$ cat src/rtl/ptmap_pkg.sv
`timescale 1ns / 1ps

package ptmap_pkg;

    localparam int ENTRIES_PER_TABLE = 512;
    localparam int IDX_W             = $clog2(ENTRIES_PER_TABLE);
    localparam int VA_W              = 48;
    localparam int PA_W              = 52;
    localparam int ENTRY_W           = 64;
    localparam int PAGE_SHIFT        = 12;
    localparam int PFN_W             = PA_W - PAGE_SHIFT;

    localparam int BIT_PRESENT = 0;
    localparam int BIT_WRITE   = 1;
    localparam int BIT_HUGE    = 7;

    localparam logic ACT_MAP    = 1'b0;
    localparam logic ACT_LOOKUP = 1'b1;

    localparam logic [1:0] LVL_PML4 = 2'd0;
    localparam logic [1:0] LVL_PDPT = 2'd1;
    localparam logic [1:0] LVL_PD   = 2'd2;
    localparam logic [1:0] LVL_PT   = 2'd3;

    typedef enum logic [2:0] {
        ST_CLEAR,
        ST_IDLE,
        ST_READ,
        ST_EVAL,
        ST_ZERO,
        ST_LINK
    } t_state;

    typedef enum logic [1:0] {
        STATUS_DONE     = 2'd0,
        STATUS_NO_FRAME = 2'd1,
        STATUS_ABSENT   = 2'd2
    } t_status;

    typedef enum logic [2:0] {
        WR_NONE,
        WR_CLEAR,
        WR_ZERO,
        WR_LEAF,
        WR_LINK
    } t_wr_sel;

    typedef enum logic [1:0] {
        RES_ZERO,
        RES_LEAF,
        RES_ENTRY
    } t_res_sel;

    typedef struct packed {
        logic     load_item;
        logic     mem_rd;
        t_wr_sel  wr_sel;
        logic     alloc;
        logic     descend_dec;
        logic     descend_new;
        logic     res_load;
        t_status  res_status;
        t_res_sel res_sel;
    } t_cmd;

    typedef struct packed {
        logic action;
        logic present;
        logic entry_huge;
        logic leaf_huge;
        logic level_pd;
        logic level_pt;
        logic decode_ok;
        logic frames_left;
        logic nf_dirty;
        logic clear_last;
        logic sweep_last;
        logic out_free;
    } t_dp_stat;

endpackage

$ cat src/rtl/ptmap_ctrl.sv
`timescale 1ns / 1ps

module ptmap_ctrl (
    input  logic                i_clk,
    input  logic                i_rst_n,
    input  logic                i_in_valid,
    output logic                o_in_ready,
    input  ptmap_pkg::t_dp_stat i_stat,
    output ptmap_pkg::t_cmd     o_cmd
);
    import ptmap_pkg::*;

    t_state r_state;
    t_state n_state;
    t_cmd   cmd;

    always_ff @(posedge i_clk) begin
        if (!i_rst_n) begin
            r_state <= ST_CLEAR;
        end else begin
            r_state <= n_state;
        end
    end

    always_comb begin
        cmd            = '0;
        cmd.wr_sel     = WR_NONE;
        cmd.res_status = STATUS_DONE;
        cmd.res_sel    = RES_ZERO;
        n_state        = r_state;
        unique case (r_state)
            ST_CLEAR: begin
                cmd.wr_sel = WR_CLEAR;
                if (i_stat.clear_last) begin
                    n_state = ST_IDLE;
                end
            end
            ST_IDLE: begin
                if (i_in_valid) begin
                    cmd.load_item = 1'b1;
                    n_state       = ST_READ;
                end
            end
            ST_READ: begin
                cmd.mem_rd = 1'b1;
                n_state    = ST_EVAL;
            end
            ST_EVAL: begin
                if (i_stat.action == ACT_MAP) begin
                    priority if ((i_stat.level_pd && i_stat.leaf_huge) || i_stat.level_pt) begin
                        if (i_stat.out_free) begin
                            cmd.wr_sel     = WR_LEAF;
                            cmd.res_load   = 1'b1;
                            cmd.res_status = STATUS_DONE;
                            cmd.res_sel    = RES_LEAF;
                            n_state        = ST_IDLE;
                        end
                    end else if (!i_stat.present) begin
                        if (!i_stat.frames_left) begin
                            if (i_stat.out_free) begin
                                cmd.res_load   = 1'b1;
                                cmd.res_status = STATUS_NO_FRAME;
                                n_state        = ST_IDLE;
                            end
                        end else begin
                            cmd.alloc = 1'b1;
                            n_state   = i_stat.nf_dirty ? ST_ZERO : ST_LINK;
                        end
                    end else if (i_stat.decode_ok) begin
                        cmd.descend_dec = 1'b1;
                        n_state         = ST_READ;
                    end else begin
                        if (i_stat.out_free) begin
                            cmd.res_load   = 1'b1;
                            cmd.res_status = STATUS_NO_FRAME;
                            n_state        = ST_IDLE;
                        end
                    end
                end else begin
                    priority if (!i_stat.present) begin
                        if (i_stat.out_free) begin
                            cmd.res_load   = 1'b1;
                            cmd.res_status = STATUS_ABSENT;
                            n_state        = ST_IDLE;
                        end
                    end else if ((i_stat.level_pd && i_stat.entry_huge) || i_stat.level_pt) begin
                        if (i_stat.out_free) begin
                            cmd.res_load   = 1'b1;
                            cmd.res_status = STATUS_DONE;
                            cmd.res_sel    = RES_ENTRY;
                            n_state        = ST_IDLE;
                        end
                    end else if (i_stat.decode_ok) begin
                        cmd.descend_dec = 1'b1;
                        n_state         = ST_READ;
                    end else begin
                        if (i_stat.out_free) begin
                            cmd.res_load   = 1'b1;
                            cmd.res_status = STATUS_NO_FRAME;
                            n_state        = ST_IDLE;
                        end
                    end
                end
            end
            ST_ZERO: begin
                cmd.wr_sel = WR_ZERO;
                if (i_stat.sweep_last) begin
                    n_state = ST_LINK;
                end
            end
            ST_LINK: begin
                cmd.wr_sel      = WR_LINK;
                cmd.descend_new = 1'b1;
                n_state         = ST_READ;
            end
            default: begin
                n_state = ST_CLEAR;
            end
        endcase
    end

    assign o_cmd      = cmd;
    assign o_in_ready = (r_state == ST_IDLE);

endmodule

$ cat config.mk
export PLATFORM = sky130hd
export DESIGN_NAME = ptmap_ctrl
export DESIGN_NICKNAME = d
export VERILOG_FILES = /design/src/rtl/ptmap_pkg.sv /design/src/rtl/ptmap_ctrl.sv
export SDC_FILE = /design/constraint.sdc
export NUM_CORES = 1
export LEC_CHECK = 0
export BUFFER_PORTS_ARGS = -buffer_cell sky130_fd_sc_hd__buf_2
export CORE_AREA = 2 2 39 41
export CTS_BUF_LIST = sky130_fd_sc_hd__clkbuf_8
export DETAILED_ROUTE_END_ITERATION = 8
export DIE_AREA = 0 0 41 43
export GPL_TIMING_DRIVEN = 1
export PLACE_DENSITY = 0.55
export RECOVER_POWER = 25
export SETUP_SLACK_MARGIN = 0.3
export SYNTH_ARGS = -nofsm -noshare
export SYNTH_HDL_FRONTEND = slang
export SYNTH_SLANG_ARGS = --single-unit
$ cat constraint.sdc
create_clock -name i_clk -period 1.8 [get_ports i_clk]
set_clock_uncertainty 0.1 [all_clocks]
set_input_delay 0.36 -clock i_clk [delete_from_list [all_inputs] [get_ports i_clk]]
set_output_delay 0.36 -clock i_clk [all_outputs]
set_load 0.01 [all_outputs]
# Yosys cells after proc, flatten, opt, wreduce, memory -nomap -nowiden
# Index checks and enable logic that the tools add are counted.
# Widths: inputs -> output; s select.
# totals
regBits	3
inputBits	15
out_inout_bits	14
elab_cells	60
# op_classes
n_reduce_logical	6
eq_ne	8
mux	45
# ops
cell	n
$mux 3	20
$mux 5	4
$pmux 3 s6	1
$mux 1	12
$mux 2	6
$pmux 3 s4	1
$eq 3x2->1 const B	2
$eq 3x3->1 const B	2
$ne 2x2->1 const B	3
$mux 4	1
$eq 3x1->1 const B	1
$logic_not 3->1	1
$reduce_and 3->1	1
$logic_and 1x1->1	2
$logic_or 1x1->1	2

# Depth between registers and ports, before layout
# Gate-level depths: netlist (run 1).
# logic_depth
ltp_word	6
depth_mapped	5
depth_no_buf	4

# Worst setup path after synthesis (run 1)
# OpenSTA, ideal clock, no wires.
# synth_timing
path_kind	reg-to-output
startpoint	register r_state[1]
endpoint	output o_cmd[9] in the netlist's numbering
path_stages_with_launch	5
path_slack_ps	37
required_ps	1340
arrival_ps	1303
cell_sequence	dfxtp_1 -> nor2b_1 -> nand3_1 -> nor3_1 -> or2_2
# synth_rtl
item	line	source
from (decl)	ptmap_ctrl.sv:13	t_state r_state;
from (signal assigned)	ptmap_ctrl.sv:21	r_state <= n_state;
to (decl)	ptmap_ctrl.sv:9	output ptmap_pkg::t_cmd o_cmd

==> results of run 1 <==
-- final timing paths --
kind,start,to,depth (start not counted)
setup / recovery,i_stat[11],o_cmd[4],5
hold reg to reg,r_state[0],r_state[2],3
setup reg to reg,r_state[0],r_state[0],5
hold / removal,i_rst_n,r_state[2],2
-- metal layers --
metal / share of wire [%] / GRT usage [%] / wire length (um)
met5: 0 / 0 / 0
met4: 0 / 8.000 / 0
met3: 2.5 / 3.665 / 35
met2: 56 / 22.19 / 767
met1: 42 / 22.36 / 577
-- per-stage QoR --
step	instances	TNS (ps)	area, sq um
3_5_place_dp	98	-7.939	600.6
4_1_cts	107	0	760.7
3_3_place_gp	98	-7.671	600.6
2_1_floorplan	52	0	422.9
6_report	111	0	860.8
5_1_grt	111	-19.04	860.8
-- repair_timing --
action / in CTS / in global routing
setup endpoints to repair: 14 / 14
hold buffers: 0 / 0
gates resized for setup: 19 / 18
pin swaps: 5 / 8
buffers inserted: 5 / 4
-- cells in the final DEF, fill, tap and decap left out, types with 2 or more instances in the layout --
cell type	count
nor3b_4	2
nor2_1	3
clkbuf_8	3
dfxtp_4	3
inv_1	3
buf_4	8
nand2_1	5
or2_4	2
nor3b_1	2
nor2b_4	2
nor2_2	2
buf_6	12
buf_2	19
a21oi_1	3
nor2_4	3
-- power by group through the flow --
stage / clock network (W) / registers (W) / logic, W
finish: 0.000188 / 0.0000973 / 0.000307
global route: 0.000206 / 0.0000989 / 0.000329
CTS: 0.000197 / 0.0000973 / 0.000247
detailed placement: 0 / 0.0000999 / 0.000170
global placement: 0 / 0.000100 / 0.000169
floorplan: 0 / 0.0000842 / 0.000123
-- kinds of logic after synthesis --
group | share of synthesized area (%)
buf+inv | 5.339
flops | 17.08
mux | 4.269
simple gates | 45.91
compound gates | 27.40
-- cell type report --
| cell class | count | area share (%) |
|---|---|---|
| tap | 16 | 2.326 |
| multi-input combinational | 45 | 45.49 |
| sequential | 3 | 8.285 |
| clock inverter | 1 | 0.4360 |
| clock buffer | 3 | 4.797 |
| timing repair buffer | 41 | 37.79 |
| inverter | 2 | 0.8721 |
-- critical path, stage by stage --
cell	delay (ps)
buf_6	90
mux2_4	290
a211o_1	300
nor3b_4	160
buf_2	130
==> impl_metrics.csv, run 1 <==
group,metric,value,unit
status,status,"complete, no violations",
timing,final-max-slew-violation-count,0,
cts,cts_buffers,3,
power,p_per_area,688.0,mW/mm^2
power,power_frac_comb,51.8,%
timing,hold_viol,0,
worst_setup_path,endpoint_kind,"primary output",
timing,setup_viol,0,
timing,worst_slew_pin_slew,213.1,ps
synth,syn_inst,52,
global_routing,antenna_found_initial,0,
global_routing,grt_pass1_wl,1.911,mm
finish,largestRegisters,"r_state: 3 flops",
synth,synthMostInstantiatedCell,"nor2_1",
cts,clk_pin_slew,30,ps
power,seq_power_share,16.4,%
cts,cts_sinks,3,
placed_design,portBuffers,28,
global_routing,grt_max_degree,8,
worst_setup_path,crit_path_start_kind,"input pin",
finish,final_util,62.21,%
detailed_routing,viasPerCell,4.793,
floorplanning,core,0.001384,sq mm
finish,area_delta_synth_final,144.8,%
timing,min_period,1787,ps
synth,synth-edff-count,0,
power,p_leak,0.3975,nW
synth,synth.top_cells.by_area,"dfxtp_1 17%, nor2_1 8.5%, a21oi_1 7.1%, nand2_1 6.4%, nor3b_1 6.4%",
worst_setup_path,reg2reg_slack,430,ps
worst_setup_path,path_class,"input pin to primary output",
power,swShare,32.66,%
detailed_routing,postRouteAntennaNets,0,
synth,seq_area_frac_synth,17.08,%
floorplanning,placementRows,14,
synth,syn_area,351.6,sq um
synth,synth_common_cells,"8 x nor2_1, 6 x nand2_1, 5 x a21oi_1",
synth,synthArstFlopShare,0,%
synth,ys.flop_type,"dfxtp_1",
floorplanning,num_io_pins,29,
synth,yosys_register_bits,3,
worst_setup_path,critPathRequiredTime,1340,ps
detailed_routing,drtIter0Drc,8,
finish,drive_above_1_share,70.53,%
min_path,hp-class,"input pin to flop",
timing,max_clock_freq,559.5,MHz
timing,rsz0062_at_grt,"yes",
power,peakVddDrop,0.0004686,V
cts,clockBufferDepth,2,
synth,syn_nets,67,
timing,layout_worst_path_cycle_share,99.29,%
placed_design,place_hpwl,848.8,um
power,power_frac_clock,31.8,%
synth,yosysTopAreaCell,"dfxtp_1",
timing,fin_hold_ws,302.4,ps
worst_setup_path,worst_ep_arrival_time,1330,ps
power,power.total,0.0005922,W
cts,htreeDepth,1,
floorplanning,fp.dieArea,0.001763,sq mm
finish,fill_cells,124,
timing,worst_slack,12.83,ps
detailed_routing,wire_per_inst,12.44,um
cts,cts_tree,"yes",
global_routing,grt_usage,16.03,%
synth,yosysWarnings,0,
global_routing,overflow,0,
finish,top_register,"r_state",
synth,postSynthAreaPerCell,6.761,sq um
detailed_routing,firstDrtPassIters,3,
floorplanning,start_util,25.41,%
floorplanning,die_y,43,um
placed_design,gp_congestion,0.7612,
floorplanning,dieWidth,41,um
cts,insertion_delay,210,ps
detailed_routing,num_vias,532,
placed_design,dp_slack,-7.939,ps
finish,multiInputGateArea,391.6,sq um
job,max_cap_viol_count,0,
global_routing,grt_pass1_vias,446,
power,p_switching,0.0001934,W
finish,insertedDiodeCount,0,
detailed_routing,routed_wl,1.381,mm
timing,timing.slew.headroom,85.71,%
power,intPower,0.0003988,W
finish,ff_latch_area,71.32,sq um
detailed_routing,drc,0,
finish,largest_reg_flops,3,
synth,synth_top_area_share,17.08,%
synth,synth_cell_types,27,
worst_setup_path,critPathMaxFanout,3,
finish,nNetsFinal,111,
cts,cts_root_buf,"clkbuf_8",
Note: power is estimated with default switching activity, not from simulation.
==> run 2, diff against run 1 <==
--- a/config.mk
+++ b/config.mk
@@ -5,7 +5,7 @@
 export SDC_FILE = /design/constraint.sdc
 export NUM_CORES = 1
 export LEC_CHECK = 0
-export BUFFER_PORTS_ARGS = -buffer_cell sky130_fd_sc_hd__buf_2
+export BUFFER_PORTS_ARGS = -buffer_cell sky130_fd_sc_hd__clkbuf_2
 export CORE_AREA = 2 2 39 41
 export CTS_BUF_LIST = sky130_fd_sc_hd__clkbuf_8
 export DETAILED_ROUTE_END_ITERATION = 8
==> impl_metrics.csv, run 2 (synthesized netlist as in run 1, its figures left out) <==
group,metric,value,unit
detailed_routing,wire_per_inst,10.80,um
min_path,whs_path_depth,2,
global_routing,overflow,0,
placed_design,place_hpwl,872.6,um
finish,ff_latch_area,68.82,sq um
cts,cts_tree,"yes",
worst_setup_path,reg2reg_from,"r_state[0]",
power,seq_power_share,15.7,%
global_routing,grt_max_degree,8,
global_routing,grt_usage,16.65,%
worst_setup_path,critPathMaxFanout,3,
timing,max_clock_freq,556.5,MHz
timing,rsz0062_at_grt,"yes",
worst_setup_path,path_class,"input pin to primary output",
power,power_frac_comb,52.3,%
worst_setup_path,worst_ep_arrival_time,1340,ps
worst_setup_path,crit_path_start_kind,"input pin",
placed_design,portBuffers,28,
worst_setup_path,cp_top_family,"compound AO/OA/AOI/OAI gates",
floorplanning,placementRows,14,
detailed_routing,drc,0,
timing,worst_slew_pin_slew,231.5,ps
worst_setup_path,worstRegToRegCells,5,
detailed_routing,firstDrtPassIters,3,
floorplanning,start_util,25.41,%
worst_setup_path,crit_slowest_cell,"a211o_1",
power,peakVddDrop,0.0006770,V
floorplanning,core,0.001384,sq mm
global_routing,grt_use_met3,2.094,%
worst_setup_path,r2r-end,"r_state[0]",
detailed_routing,viasPerCell,4.679,
finish,nNetsFinal,112,
worst_setup_path,max_stage_delay,300,ps
finish,insertedDiodeCount,0,
worst_setup_path,reg2reg_slack,460,ps
timing,fin_setup_tns,0,ps
floorplanning,die_y,43,um
placed_design,gp_congestion,0.7585,
detailed_routing,drtIter0Drc,5,
finish,layout_commonest_cell,"clkbuf_2",
worst_setup_path,critPathRequiredTime,1340,ps
finish,area_delta_synth_final,144.8,%
job,max_cap_viol_count,0,
timing,min_period,1797,ps
cts,cts_root_buf,"clkbuf_8",
floorplanning,dieWidth,41,um
min_path,min_to,"r_state[2]",
timing,final-max-slew-violation-count,0,
cts,cts_sinks,3,
cts,htreeDepth,1,
min_path,min-delay-start,"i_rst_n",
finish,top_register,"r_state",
global_routing,grt_pass1_wl,2.035,mm
cts,clk_pin_slew,30,ps
timing,worst_slack,3.193,ps
cts,insertion_delay,210,ps
power,p_leak,0.4038,nW
finish,final_util,62.21,%
global_routing,antenna_found_initial,0,
floorplanning,fp.dieArea,0.001763,sq mm
status,status,"complete, no violations",
detailed_routing,postRouteAntennaNets,0,
timing,setup_viol,0,
placed_design,dp_slack,-4.990,ps
finish,multiInputGateArea,406.6,sq um
timing,layout_worst_path_cycle_share,99.82,%
timing,hold_viol,0,
floorplanning,num_io_pins,29,
finish,final_cell_mix,"12 x clkbuf_2, 11 x buf_4, 9 x buf_6",
global_routing,grt_use_met1,24.36,%
power,p_switching,0.0001878,W
worst_setup_path,endpoint_kind,"primary output",
detailed_routing,num_vias,524,
worst_setup_path,crit_chain,"buf_6 -> mux2_4 -> a211o_1 -> nor3b_4 -> buf_2",
global_routing,busiest_layer,"met1",
power,p_per_area,682.8,mW/mm^2
finish,drive_above_1_share,75.00,%
finish,largestRegisters,"r_state: 3 flops",
detailed_routing,routed_wl,1.210,mm
cts,cts_buffers,3,
power,power_frac_clock,32.0,%
global_routing,grt_pass1_vias,484,
worst_setup_path,path_buf_inv,2,
min_path,hp-class,"input pin to flop",
timing,timing.slew.headroom,84.53,%
cts,clockBufferDepth,2,
finish,fill_cells,125,
timing,fin_hold_ws,300.9,ps
global_routing,use_met2,23.13,%
power,intPower,0.0003999,W
finish,largest_reg_flops,3,
power,swShare,31.96,%
==> run 2: changes by cell type in the layout (fill, tap and decap cells not counted), moves of 3 or more <==
cell	change
buf_6	-3
clkbuf_2	+12
buf_4	+3
buf_2	-11
==> run 2: power by group through the flow <==
stage / registers (W) / clock network [W] / logic, W
finish: 0.0000924 / 0.000188 / 0.000307
global route: 0.0000952 / 0.000203 / 0.000336
CTS: 0.0000924 / 0.000196 / 0.000259
detailed placement: 0.0000978 / 0 / 0.000178
global placement: 0.0000982 / 0 / 0.000178
floorplan: 0.0000842 / 0 / 0.000123
==> run 2: routing by layer <==
metal,vias to the layer above,wire [um]
li1,275,-
met1,242,527
met2,7,641
met3,0,41
met4,0,0
met5,-,0
==> run 2: per-stage QoR <==
step	total power [W]	cell area [sq um]	cells
floorplan	0.0002074	422.9	52
global placement	0.0002758	600.6	98
detailed placement	0.0002761	600.6	98
CTS	0.0005473	762.0	109
global route	0.0006345	860.8	112
finish	0.0005878	860.8	112
==> run 2: how the worst max path moves through the flow <==
stage                from  endpoint  slack (ps)  depth (start not counted)
2_1_floorplan  i_stat[11]  o_cmd[4]         230                          3
3_3_place_gp   i_stat[11]  o_cmd[4]          10                          5
3_5_place_dp   i_stat[11]  o_cmd[4]          -5                          5
5_1_grt        i_stat[11]  o_cmd[4]         -30                          5
4_1_cts        i_stat[11]  o_cmd[4]          -3                          5
6_report       i_stat[11]  o_cmd[4]           3                          5
==> run 2: layout make-up <==
cell class | instances | share of cell area [%]
Timing Repair Buffer | 42 | 36.34
Sequential cell | 3 | 7.994
Tap cell | 16 | 2.326
Inverter | 2 | 0.8721
Multi-Input combinational cell | 45 | 47.24
Clock inverter | 1 | 0.4360
Clock buffer | 3 | 4.797
==> run 2: repair_timing <==
item                       in CTS  in global routing
pin swaps                       9                  6
hold buffers                    0                  0
setup buffers                   7                  3
gates resized for setup        19                 31
setup endpoints to repair      14                 15
